## src/rtl/core/bdslp_pkg.sv

```systemverilog
// Package for the push-button debouncer with short and long press detection.
// Holds the payload and configuration types, register indexes and reset values.
// No dependencies.
package bdslp_pkg;

   localparam int unsigned TimeWidth = 32;
   localparam int unsigned MsWidth   = 16;
   localparam int unsigned CsrDataWidth = 32;
   localparam int unsigned CsrAddrWidth = 4;
   localparam int unsigned CsrIndexWidth = 2;

   // Register indexes (byte address divided by four).
   localparam logic [CsrIndexWidth-1:0] RegActiveLow  = 2'd0;
   localparam logic [CsrIndexWidth-1:0] RegDebounceMs = 2'd1;
   localparam logic [CsrIndexWidth-1:0] RegLongPressMs = 2'd2;

   // Values after reset.
   localparam logic               ResetActiveLow  = 1'b1;
   localparam logic [MsWidth-1:0] ResetDebounceMs = 16'd50;
   localparam logic [MsWidth-1:0] ResetLongPressMs = 16'd800;

   typedef struct packed {
      logic                 pin_level;
      logic [TimeWidth-1:0] now_ms;
   } req_word_type;

   typedef struct packed {
      logic stable_pressed;
      logic press_event;
      logic short_press;
      logic long_press;
   } rsp_word_type;

   typedef struct packed {
      logic               active_low;
      logic [MsWidth-1:0] debounce_ms;
      logic [MsWidth-1:0] long_press_ms;
   } cfg_type;

endpackage

```

## src/rtl/core/bdslp_csr.sv

```systemverilog
// Configuration registers of the button debouncer, behind an APB-style port.
// Depends on bdslp_pkg.
module bdslp_csr (
   input  logic                                 clock,
   input  logic                                 reset,
   input  logic                                 psel,
   input  logic                                 penable,
   input  logic                                 pwrite,
   input  logic [bdslp_pkg::CsrAddrWidth-1:0]   paddr,
   input  logic [bdslp_pkg::CsrDataWidth-1:0]   pwdata,
   output logic [bdslp_pkg::CsrDataWidth-1:0]   prdata,
   output logic                                 pready,
   output bdslp_pkg::cfg_type                   cfg
);

   bdslp_pkg::cfg_type cfg_ff;
   bdslp_pkg::cfg_type cfg_in;
   logic [bdslp_pkg::CsrIndexWidth-1:0] index;
   logic write_strobe;

   assign index = paddr[bdslp_pkg::CsrAddrWidth-1:2];
   assign write_strobe = psel && penable && pwrite;
   assign pready = 1'b1;
   assign cfg = cfg_ff;

   always_comb begin
      cfg_in = cfg_ff;
      if (write_strobe) begin
         unique case (index)
            bdslp_pkg::RegActiveLow: begin
               cfg_in.active_low = pwdata[0];
            end
            bdslp_pkg::RegDebounceMs: begin
               cfg_in.debounce_ms = pwdata[bdslp_pkg::MsWidth-1:0];
            end
            bdslp_pkg::RegLongPressMs: begin
               cfg_in.long_press_ms = pwdata[bdslp_pkg::MsWidth-1:0];
            end
            default: begin
               cfg_in = cfg_ff;
            end
         endcase
      end
   end

   always_comb begin
      unique case (index)
         bdslp_pkg::RegActiveLow: begin
            prdata = {{(bdslp_pkg::CsrDataWidth-1){1'b0}}, cfg_ff.active_low};
         end
         bdslp_pkg::RegDebounceMs: begin
            prdata = {{(bdslp_pkg::CsrDataWidth-bdslp_pkg::MsWidth){1'b0}},
                      cfg_ff.debounce_ms};
         end
         bdslp_pkg::RegLongPressMs: begin
            prdata = {{(bdslp_pkg::CsrDataWidth-bdslp_pkg::MsWidth){1'b0}},
                      cfg_ff.long_press_ms};
         end
         default: begin
            prdata = '0;
         end
      endcase
   end

   always_ff @(posedge clock) begin
      if (reset) begin
         cfg_ff.active_low    <= bdslp_pkg::ResetActiveLow;
         cfg_ff.debounce_ms   <= bdslp_pkg::ResetDebounceMs;
         cfg_ff.long_press_ms <= bdslp_pkg::ResetLongPressMs;
      end else begin
         cfg_ff <= cfg_in;
      end
   end

endmodule

```

## src/rtl/core/bdslp_core.sv

```systemverilog
// Debounce and press classification for one poll, with the button state registers.
// Depends on bdslp_pkg.
module bdslp_core (
   input  logic                      clock,
   input  logic                      reset,
   input  logic                      step,
   input  bdslp_pkg::cfg_type        cfg,
   input  bdslp_pkg::req_word_type   poll,
   output bdslp_pkg::rsp_word_type   result
);

   logic                              stable_ff, stable_in;
   logic                              prev_raw_ff, prev_raw_in;
   logic                              long_sent_ff, long_sent_in;
   logic [bdslp_pkg::TimeWidth-1:0]   last_change_ff, last_change_in;
   logic [bdslp_pkg::TimeWidth-1:0]   press_start_ff, press_start_in;

   logic                              reading;
   logic [bdslp_pkg::TimeWidth-1:0]   since_change;
   logic [bdslp_pkg::TimeWidth-1:0]   since_old_start;
   logic [bdslp_pkg::TimeWidth-1:0]   held_time;
   logic [bdslp_pkg::TimeWidth-1:0]   debounce_wide;
   logic [bdslp_pkg::TimeWidth-1:0]   long_wide;
   logic                              settle;
   logic                              press_ev;
   logic                              short_ev;
   logic                              long_ev;
   logic                              sent_after_press;

   assign debounce_wide = {{(bdslp_pkg::TimeWidth-bdslp_pkg::MsWidth){1'b0}}, cfg.debounce_ms};
   assign long_wide = {{(bdslp_pkg::TimeWidth-bdslp_pkg::MsWidth){1'b0}}, cfg.long_press_ms};

   always_comb begin
      reading = poll.pin_level ^ cfg.active_low;
      prev_raw_in = reading;
      // A change of the reading restarts the debounce time at this poll.
      last_change_in = (reading != prev_raw_ff) ? poll.now_ms : last_change_ff;
      since_change = poll.now_ms - last_change_in;
      settle = (since_change > debounce_wide) && (reading != stable_ff);

      stable_in = settle ? reading : stable_ff;
      press_ev = settle && reading;
      since_old_start = poll.now_ms - press_start_ff;
      short_ev = settle && !reading && !long_sent_ff && (since_old_start < long_wide);

      press_start_in = press_ev ? poll.now_ms : press_start_ff;
      sent_after_press = press_ev ? 1'b0 : long_sent_ff;
      held_time = poll.now_ms - press_start_in;
      long_ev = stable_in && !sent_after_press && (held_time >= long_wide);
      long_sent_in = sent_after_press || long_ev;

      result.stable_pressed = stable_in;
      result.press_event = press_ev;
      result.short_press = short_ev;
      result.long_press = long_ev;
   end

   always_ff @(posedge clock) begin
      if (reset) begin
         stable_ff      <= 1'b0;
         prev_raw_ff    <= 1'b0;
         long_sent_ff   <= 1'b0;
         last_change_ff <= '0;
         press_start_ff <= '0;
      end else if (step) begin
         stable_ff      <= stable_in;
         prev_raw_ff    <= prev_raw_in;
         long_sent_ff   <= long_sent_in;
         last_change_ff <= last_change_in;
         press_start_ff <= press_start_in;
      end
   end

endmodule

```

## src/rtl/core/button_debounce_short_long_press.sv

```systemverilog
// Top level of the push-button debouncer with short and long press detection.
// Depends on bdslp_pkg, bdslp_csr and bdslp_core.
//
// Each word on the req_ channel is one poll of the button: the raw pin level
// and a free-running millisecond timestamp. For every poll the block returns
// exactly one word on the rsp_ channel with the debounced pressed state and
// the press, short-press and long-press event flags for that poll.
//
// Both channels use valid/ready. A poll is captured in an input register and
// processed by the debounce logic from there; its result is then held in the
// result register until the receiver takes it. One poll per cycle is sustained
// while the receiver takes every result; the single state update per poll in
// the debounce logic sets that rate.
//
// When the receiver stalls, the result register holds its word and the input
// register still takes one more poll; after that req_ready drops until the
// result is taken. Reset clears both registers and the button state (released, no
// long press sent, timestamps zero) and loads the defaults: active low, 50 ms
// debounce, 800 ms long press. The user writes configuration via the APB-style
// port (byte addresses 0, 4, 8) only while idle; the block does not enforce it.
module button_debounce_short_long_press (
   input  logic                                 clock,
   input  logic                                 reset,
   input  logic                                 req_valid,
   output logic                                 req_ready,
   input  bdslp_pkg::req_word_type              req_payload,
   output logic                                 rsp_valid,
   input  logic                                 rsp_ready,
   output bdslp_pkg::rsp_word_type              rsp_payload,
   input  logic                                 psel,
   input  logic                                 penable,
   input  logic                                 pwrite,
   input  logic [bdslp_pkg::CsrAddrWidth-1:0]   paddr,
   input  logic [bdslp_pkg::CsrDataWidth-1:0]   pwdata,
   output logic [bdslp_pkg::CsrDataWidth-1:0]   prdata,
   output logic                                 pready
);

   bdslp_pkg::cfg_type      cfg;
   bdslp_pkg::req_word_type poll_ff, poll_in;
   bdslp_pkg::rsp_word_type rsp_ff, rsp_in;
   bdslp_pkg::rsp_word_type step_result;
   logic                    poll_valid_ff, poll_valid_in;
   logic                    rsp_valid_ff, rsp_valid_in;
   logic                    stage_advance;
   logic                    step;

   bdslp_csr u_csr (
      .clock   (clock),
      .reset   (reset),
      .psel    (psel),
      .penable (penable),
      .pwrite  (pwrite),
      .paddr   (paddr),
      .pwdata  (pwdata),
      .prdata  (prdata),
      .pready  (pready),
      .cfg     (cfg)
   );

   bdslp_core u_core (
      .clock  (clock),
      .reset  (reset),
      .step   (step),
      .cfg    (cfg),
      .poll   (poll_ff),
      .result (step_result)
   );

   // The result register can take a new word when it is empty or being drained.
   assign stage_advance = !rsp_valid_ff || rsp_ready;
   assign step = poll_valid_ff && stage_advance;
   assign req_ready = !poll_valid_ff || stage_advance;

   always_comb begin
      poll_valid_in = req_ready ? req_valid : poll_valid_ff;
      poll_in = (req_valid && req_ready) ? req_payload : poll_ff;
      rsp_valid_in = stage_advance ? poll_valid_ff : rsp_valid_ff;
      rsp_in = step ? step_result : rsp_ff;
   end

   always_ff @(posedge clock) begin
      if (reset) begin
         poll_valid_ff <= 1'b0;
         rsp_valid_ff  <= 1'b0;
      end else begin
         poll_valid_ff <= poll_valid_in;
         rsp_valid_ff  <= rsp_valid_in;
      end
   end

   always_ff @(posedge clock) begin
      poll_ff <= poll_in;
      rsp_ff  <= rsp_in;
   end

   assign rsp_valid = rsp_valid_ff;
   assign rsp_payload = rsp_ff;

   // A press event always leaves the button in the pressed state.
   assert property (@(posedge clock) disable iff (reset)
      rsp_valid |-> (!rsp_payload.press_event || rsp_payload.stable_pressed))
      else $error("press event without pressed state");

   // A short press comes only with a release, never with a long press.
   assert property (@(posedge clock) disable iff (reset)
      rsp_valid && rsp_payload.short_press |->
         !rsp_payload.stable_pressed && !rsp_payload.long_press)
      else $error("short press with pressed state or long press");

   // A long press is reported only while the button is held.
   assert property (@(posedge clock) disable iff (reset)
      rsp_valid && rsp_payload.long_press |-> rsp_payload.stable_pressed)
      else $error("long press while released");

   // An empty result register never blocks the input side.
   assert property (@(posedge clock) disable iff (reset)
      !rsp_valid |-> req_ready)
      else $error("input stalled with empty result register");

   // Nothing is presented in the cycle after reset.
   assert property (@(posedge clock)
      $past(reset) |-> !rsp_valid)
      else $error("result valid right after reset");

endmodule

```

## config.mk

```make
export PLATFORM = sky130hd
export DESIGN_NAME = button_debounce_short_long_press
export DESIGN_NICKNAME = d
export VERILOG_FILES = /design/src/rtl/core/bdslp_pkg.sv /design/src/rtl/core/bdslp_csr.sv /design/src/rtl/core/bdslp_core.sv /design/src/rtl/core/button_debounce_short_long_press.sv
export SDC_FILE = /design/constraint.sdc
export NUM_CORES = 1
export LEC_CHECK = 0
export BUFFER_PORTS_ARGS = -buffer_cell sky130_fd_sc_hd__buf_2
export CORE_MARGIN = 1
export CORE_UTILIZATION = 58
export DETAILED_ROUTE_END_ITERATION = 10
export HOLD_SLACK_MARGIN = 0.05
export PLACE_DENSITY_LB_ADDON = 0.05
export RECOVER_POWER = 100
export SYNTH_ARGS = -nofsm -noshare
export SYNTH_HDL_FRONTEND = slang
export SYNTH_SLANG_ARGS = --single-unit
```

## constraint.sdc

```tcl
create_clock -name clock -period 14.97 [get_ports clock]
set_input_delay 2.994 -clock clock [delete_from_list [all_inputs] [get_ports clock]]
set_output_delay 2.994 -clock clock [all_outputs]
set_load 0.02 [all_outputs]
```

==> run summary <==
GR Util met3 - 4.83%
WP data arrival - 13.65 ns
Pin count of the biggest net entering global routing - 63
Int Pwr - 0.000836 W
Number of port buffers - 79
Most frequent CP cell - o21ai_0
Final Power - 0.00133 W
Slowest stage delay, CP - 0.81 ns
Vias in the first global route - 10800
Final wirelength - 34500 um
# DRC - 0
Distinct cells, synth - 85
Status - complete, but fails checks
R2r worst-path depth - 56
Vias - 11800
Gp weighted congestion - 0.962
Cells after DPL - 1921
Pwr dens - 98.6 nW/um^2
Sequential cell fraction of total power - 32.0%
Clock Power Share - 31.0%
I/O pin total - 115
Sw frac - 37.4%
Synth Flop Type - dfxtp_1
WHS Endpoint - u_core.press_start_ff[5]
Finished Layout Cells - 1954
Most frequent cells in the layout - nand2_1, a21oi_1, ha_1
Initial DRC count - 799
Clock latency on the worst-skew pair - 0.43 ns
CTS buffer count - 17
Die Area - 22200 um^2
Area growth, synth to finish - 8.08%
Max-Cap Viols - 4
Relative slew slack - -84.5%
Crit Path Category - flip-flop to flip-flop
GRT overflow - 0
RSZ-0062 raised after global routing - no
Period minus WS final - 13.48 ns
Wire per inst - 17.7 um
Post-Synthesis Cells - 1625
First-pass GRT wire length - 55100 um
Commonest non-fill, non-tap cell in the layout - nand2_1
Leak Pwr - 5.43 nW
Failing checks - capacitance limit, slew limit
Worst Hold Depth - 2
Least-Margin Pin Slew - 2.77 ns
GR Util met1 - 44.8%
Sequential share of the synthesized area - 25.2%
WP data required - 15.14 ns
DP HPWL - 26500 um
Worst setup EP type - flip-flop
Clock Path Buffers - 2
Clk pin slew, worst setup/hold paths - 0.06 ns
CTS tree - built
Initial core utilization - 59.4%
1st-pass router iterations - 4
Hold_sp - u_core.press_start_ff[5]
NetSw - 0.000499 W
Hold Path Class - flip-flop to flip-flop
Post-route setup TNS - 0 ns
CTS Hold Buffers Added - 0
CTS sink count - 139
Worst R2R End - rsp_payload[0]
Worst setup SP type - flip-flop
Row cnt - 53
Avg Cell Area, Syn - 7.71 um^2
Chip height - 149 um
Nets - 1870
Clock Skews - 0.0136 ns
Met2 Resource Use GR - 50.1%
Final setup viols - 0
Post-Syn Area - 12500 um^2
Logic gate share of total power - 37.0%
Reg2Reg Launch Point - u_csr.cfg[32]
Maximum vdd drop - 0.0692 mV
Number of fill cells in the layout - 1910
Slew Viols, Final - 187
Post-synth EDFFs - 37
GRT busiest layer - met2
Layout cells sized above 1 - 7.57%
Clock Root Buffer - clkbuf_16
Post-CTS Setup Inserts - 0
Share of flip-flops with an asynchronous set or reset - 0%
Final period util - 90.0%
Final Hold Fails - 0
Synth Register Bits - 139
Initial antenna violation count - 1
CP Max Fanout - 33
Synthesis Warnings - 0
FMAX - 0.0742 GHz
Routed vias/inst - 6.04
Final Hold Slack - 0.467 ns
Antenna violation net count after detailed routing - 0
H-tree depth - 4
Slack of the worst reg-to-reg path - 1.49 ns
Core area - 21100 um^2
Critical path origin - u_csr.cfg[32]
All-Layer GR Usage - 31.7%
CTS resizes - 0
Chip Width - 149 um
Slowest cell on crit path - o21ai_0
## critical path: cells and delay by family, from the launching register on
kind	cells	cell delay (ns)
compound gates	26	6.99
fa+ha+maj	5	1.25
buf+inv	6	1.24
flops	1	0.46
mux	1	0.10
simple gates	14	2.60
xor+xnor	4	0.57
## power groups by stage
stage	combinational, W	sequential (W)	clock [W]
finish	0.000494	0.000427	0.000413
global placement	0.000478	0.000434	0
detailed placement	0.000486	0.000434	0
floorplan	0.000384	0.000424	0
global route	0.000550	0.000430	0.000435
CTS	0.000489	0.000426	0.000418
## through the flow
stage	utilization [%]	worst slack [ns]	area [um^2]
floorplan	-	3.73	12600
global placement	61.8	2.14	13000
detailed placement	61.8	2.00	13000
CTS	64.4	1.91	13600
global route	64.2	0.395	13500
finish	64.2	1.49	13500
## final cells by class
cell class / instances / area (um^2) / area share, %
tap: 275 / 344 / 2.54
timing repair buffer: 88 / 423 / 3.12
clock inverter: 12 / 100 / 0.740
clock buffer: 20 / 467 / 3.45
sequential: 139 / 3150 / 23.3
inverter: 102 / 383 / 2.83
multi-input combinational: 1317 / 8660 / 64.0
antenna: 1 / 2.50 / 0.0185
## cell families (layout without fill, tap and decap cells)
group / after synthesis / in the layout / synth area share (%)
xor gates and xnor gates: 62 / 62 / 4.46
AOI/OAI and AO/OA: 472 / 472 / 24.6
muxes: 61 / 61 / 4.95
and+or+nand+nor: 572 / 572 / 21.3
DFF: 139 / 139 / 25.2
adders and majority gates: 133 / 133 / 13.3
buffers and inverters: 184 / 222 / 6.13
other: 2 / 18 / 0.0600
## state kept, by name, indices dropped and copies added (netlist names)
name / cells
poll_valid_ff: 1
rsp_valid: 1
poll_ff: 33
u_core.press_start_ff: 32
u_core.long_sent_ff: 1
rsp_payload: 4
u_core.prev_raw_ff: 1
u_csr.cfg: 33
u_core.stable_ff: 1
u_core.last_change_ff: 32
## worst max-delay path by stage
| stage | end | slack, ns | depth (start not counted) |
|---|---|---|---|
| after floorplan | rsp_payload[0] | 3.73 | 56 |
| after global placement | rsp_payload[0] | 2.14 | 56 |
| after detailed placement | rsp_payload[0] | 2.00 | 56 |
| after CTS | rsp_payload[0] | 1.91 | 56 |
| after global routing | rsp_payload[0] | 0.39 | 56 |
| final | rsp_payload[0] | 1.49 | 56 |
## synthesized netlist by cell type (all sizes together) (24+ instances only)
| library cell | n | share of area, % |
|---|---|---|
| nand2b | 36 | 1.8 |
| clkbuf | 58 | 1.7 |
| ha | 127 | 13 |
| nand2 | 237 | 7.1 |
| mux2i | 57 | 4.6 |
| a211oi | 31 | 1.9 |
| nand3 | 24 | 0.96 |
| nor2b | 42 | 2.1 |
| xnor2 | 41 | 2.9 |
| a21o | 37 | 2.2 |
| buf | 24 | 1.3 |
| inv | 100 | 3.0 |
| a21oi | 175 | 7.0 |
| nor2 | 123 | 3.7 |
| o21ai | 75 | 3.0 |
| dfxtp | 102 | 16 |
| edfxtp | 37 | 8.9 |
## per-layer routing
| metal | up-vias | wire [um] |
|---|---|---|
| li1 | 5877 | - |
| met1 | 5544 | 16500 |
| met2 | 343 | 15300 |
| met3 | 36 | 2180 |
| met4 | 0 | 470 |
| met5 | - | 0 |
Note: power is estimated with default switching activity, not from simulation.
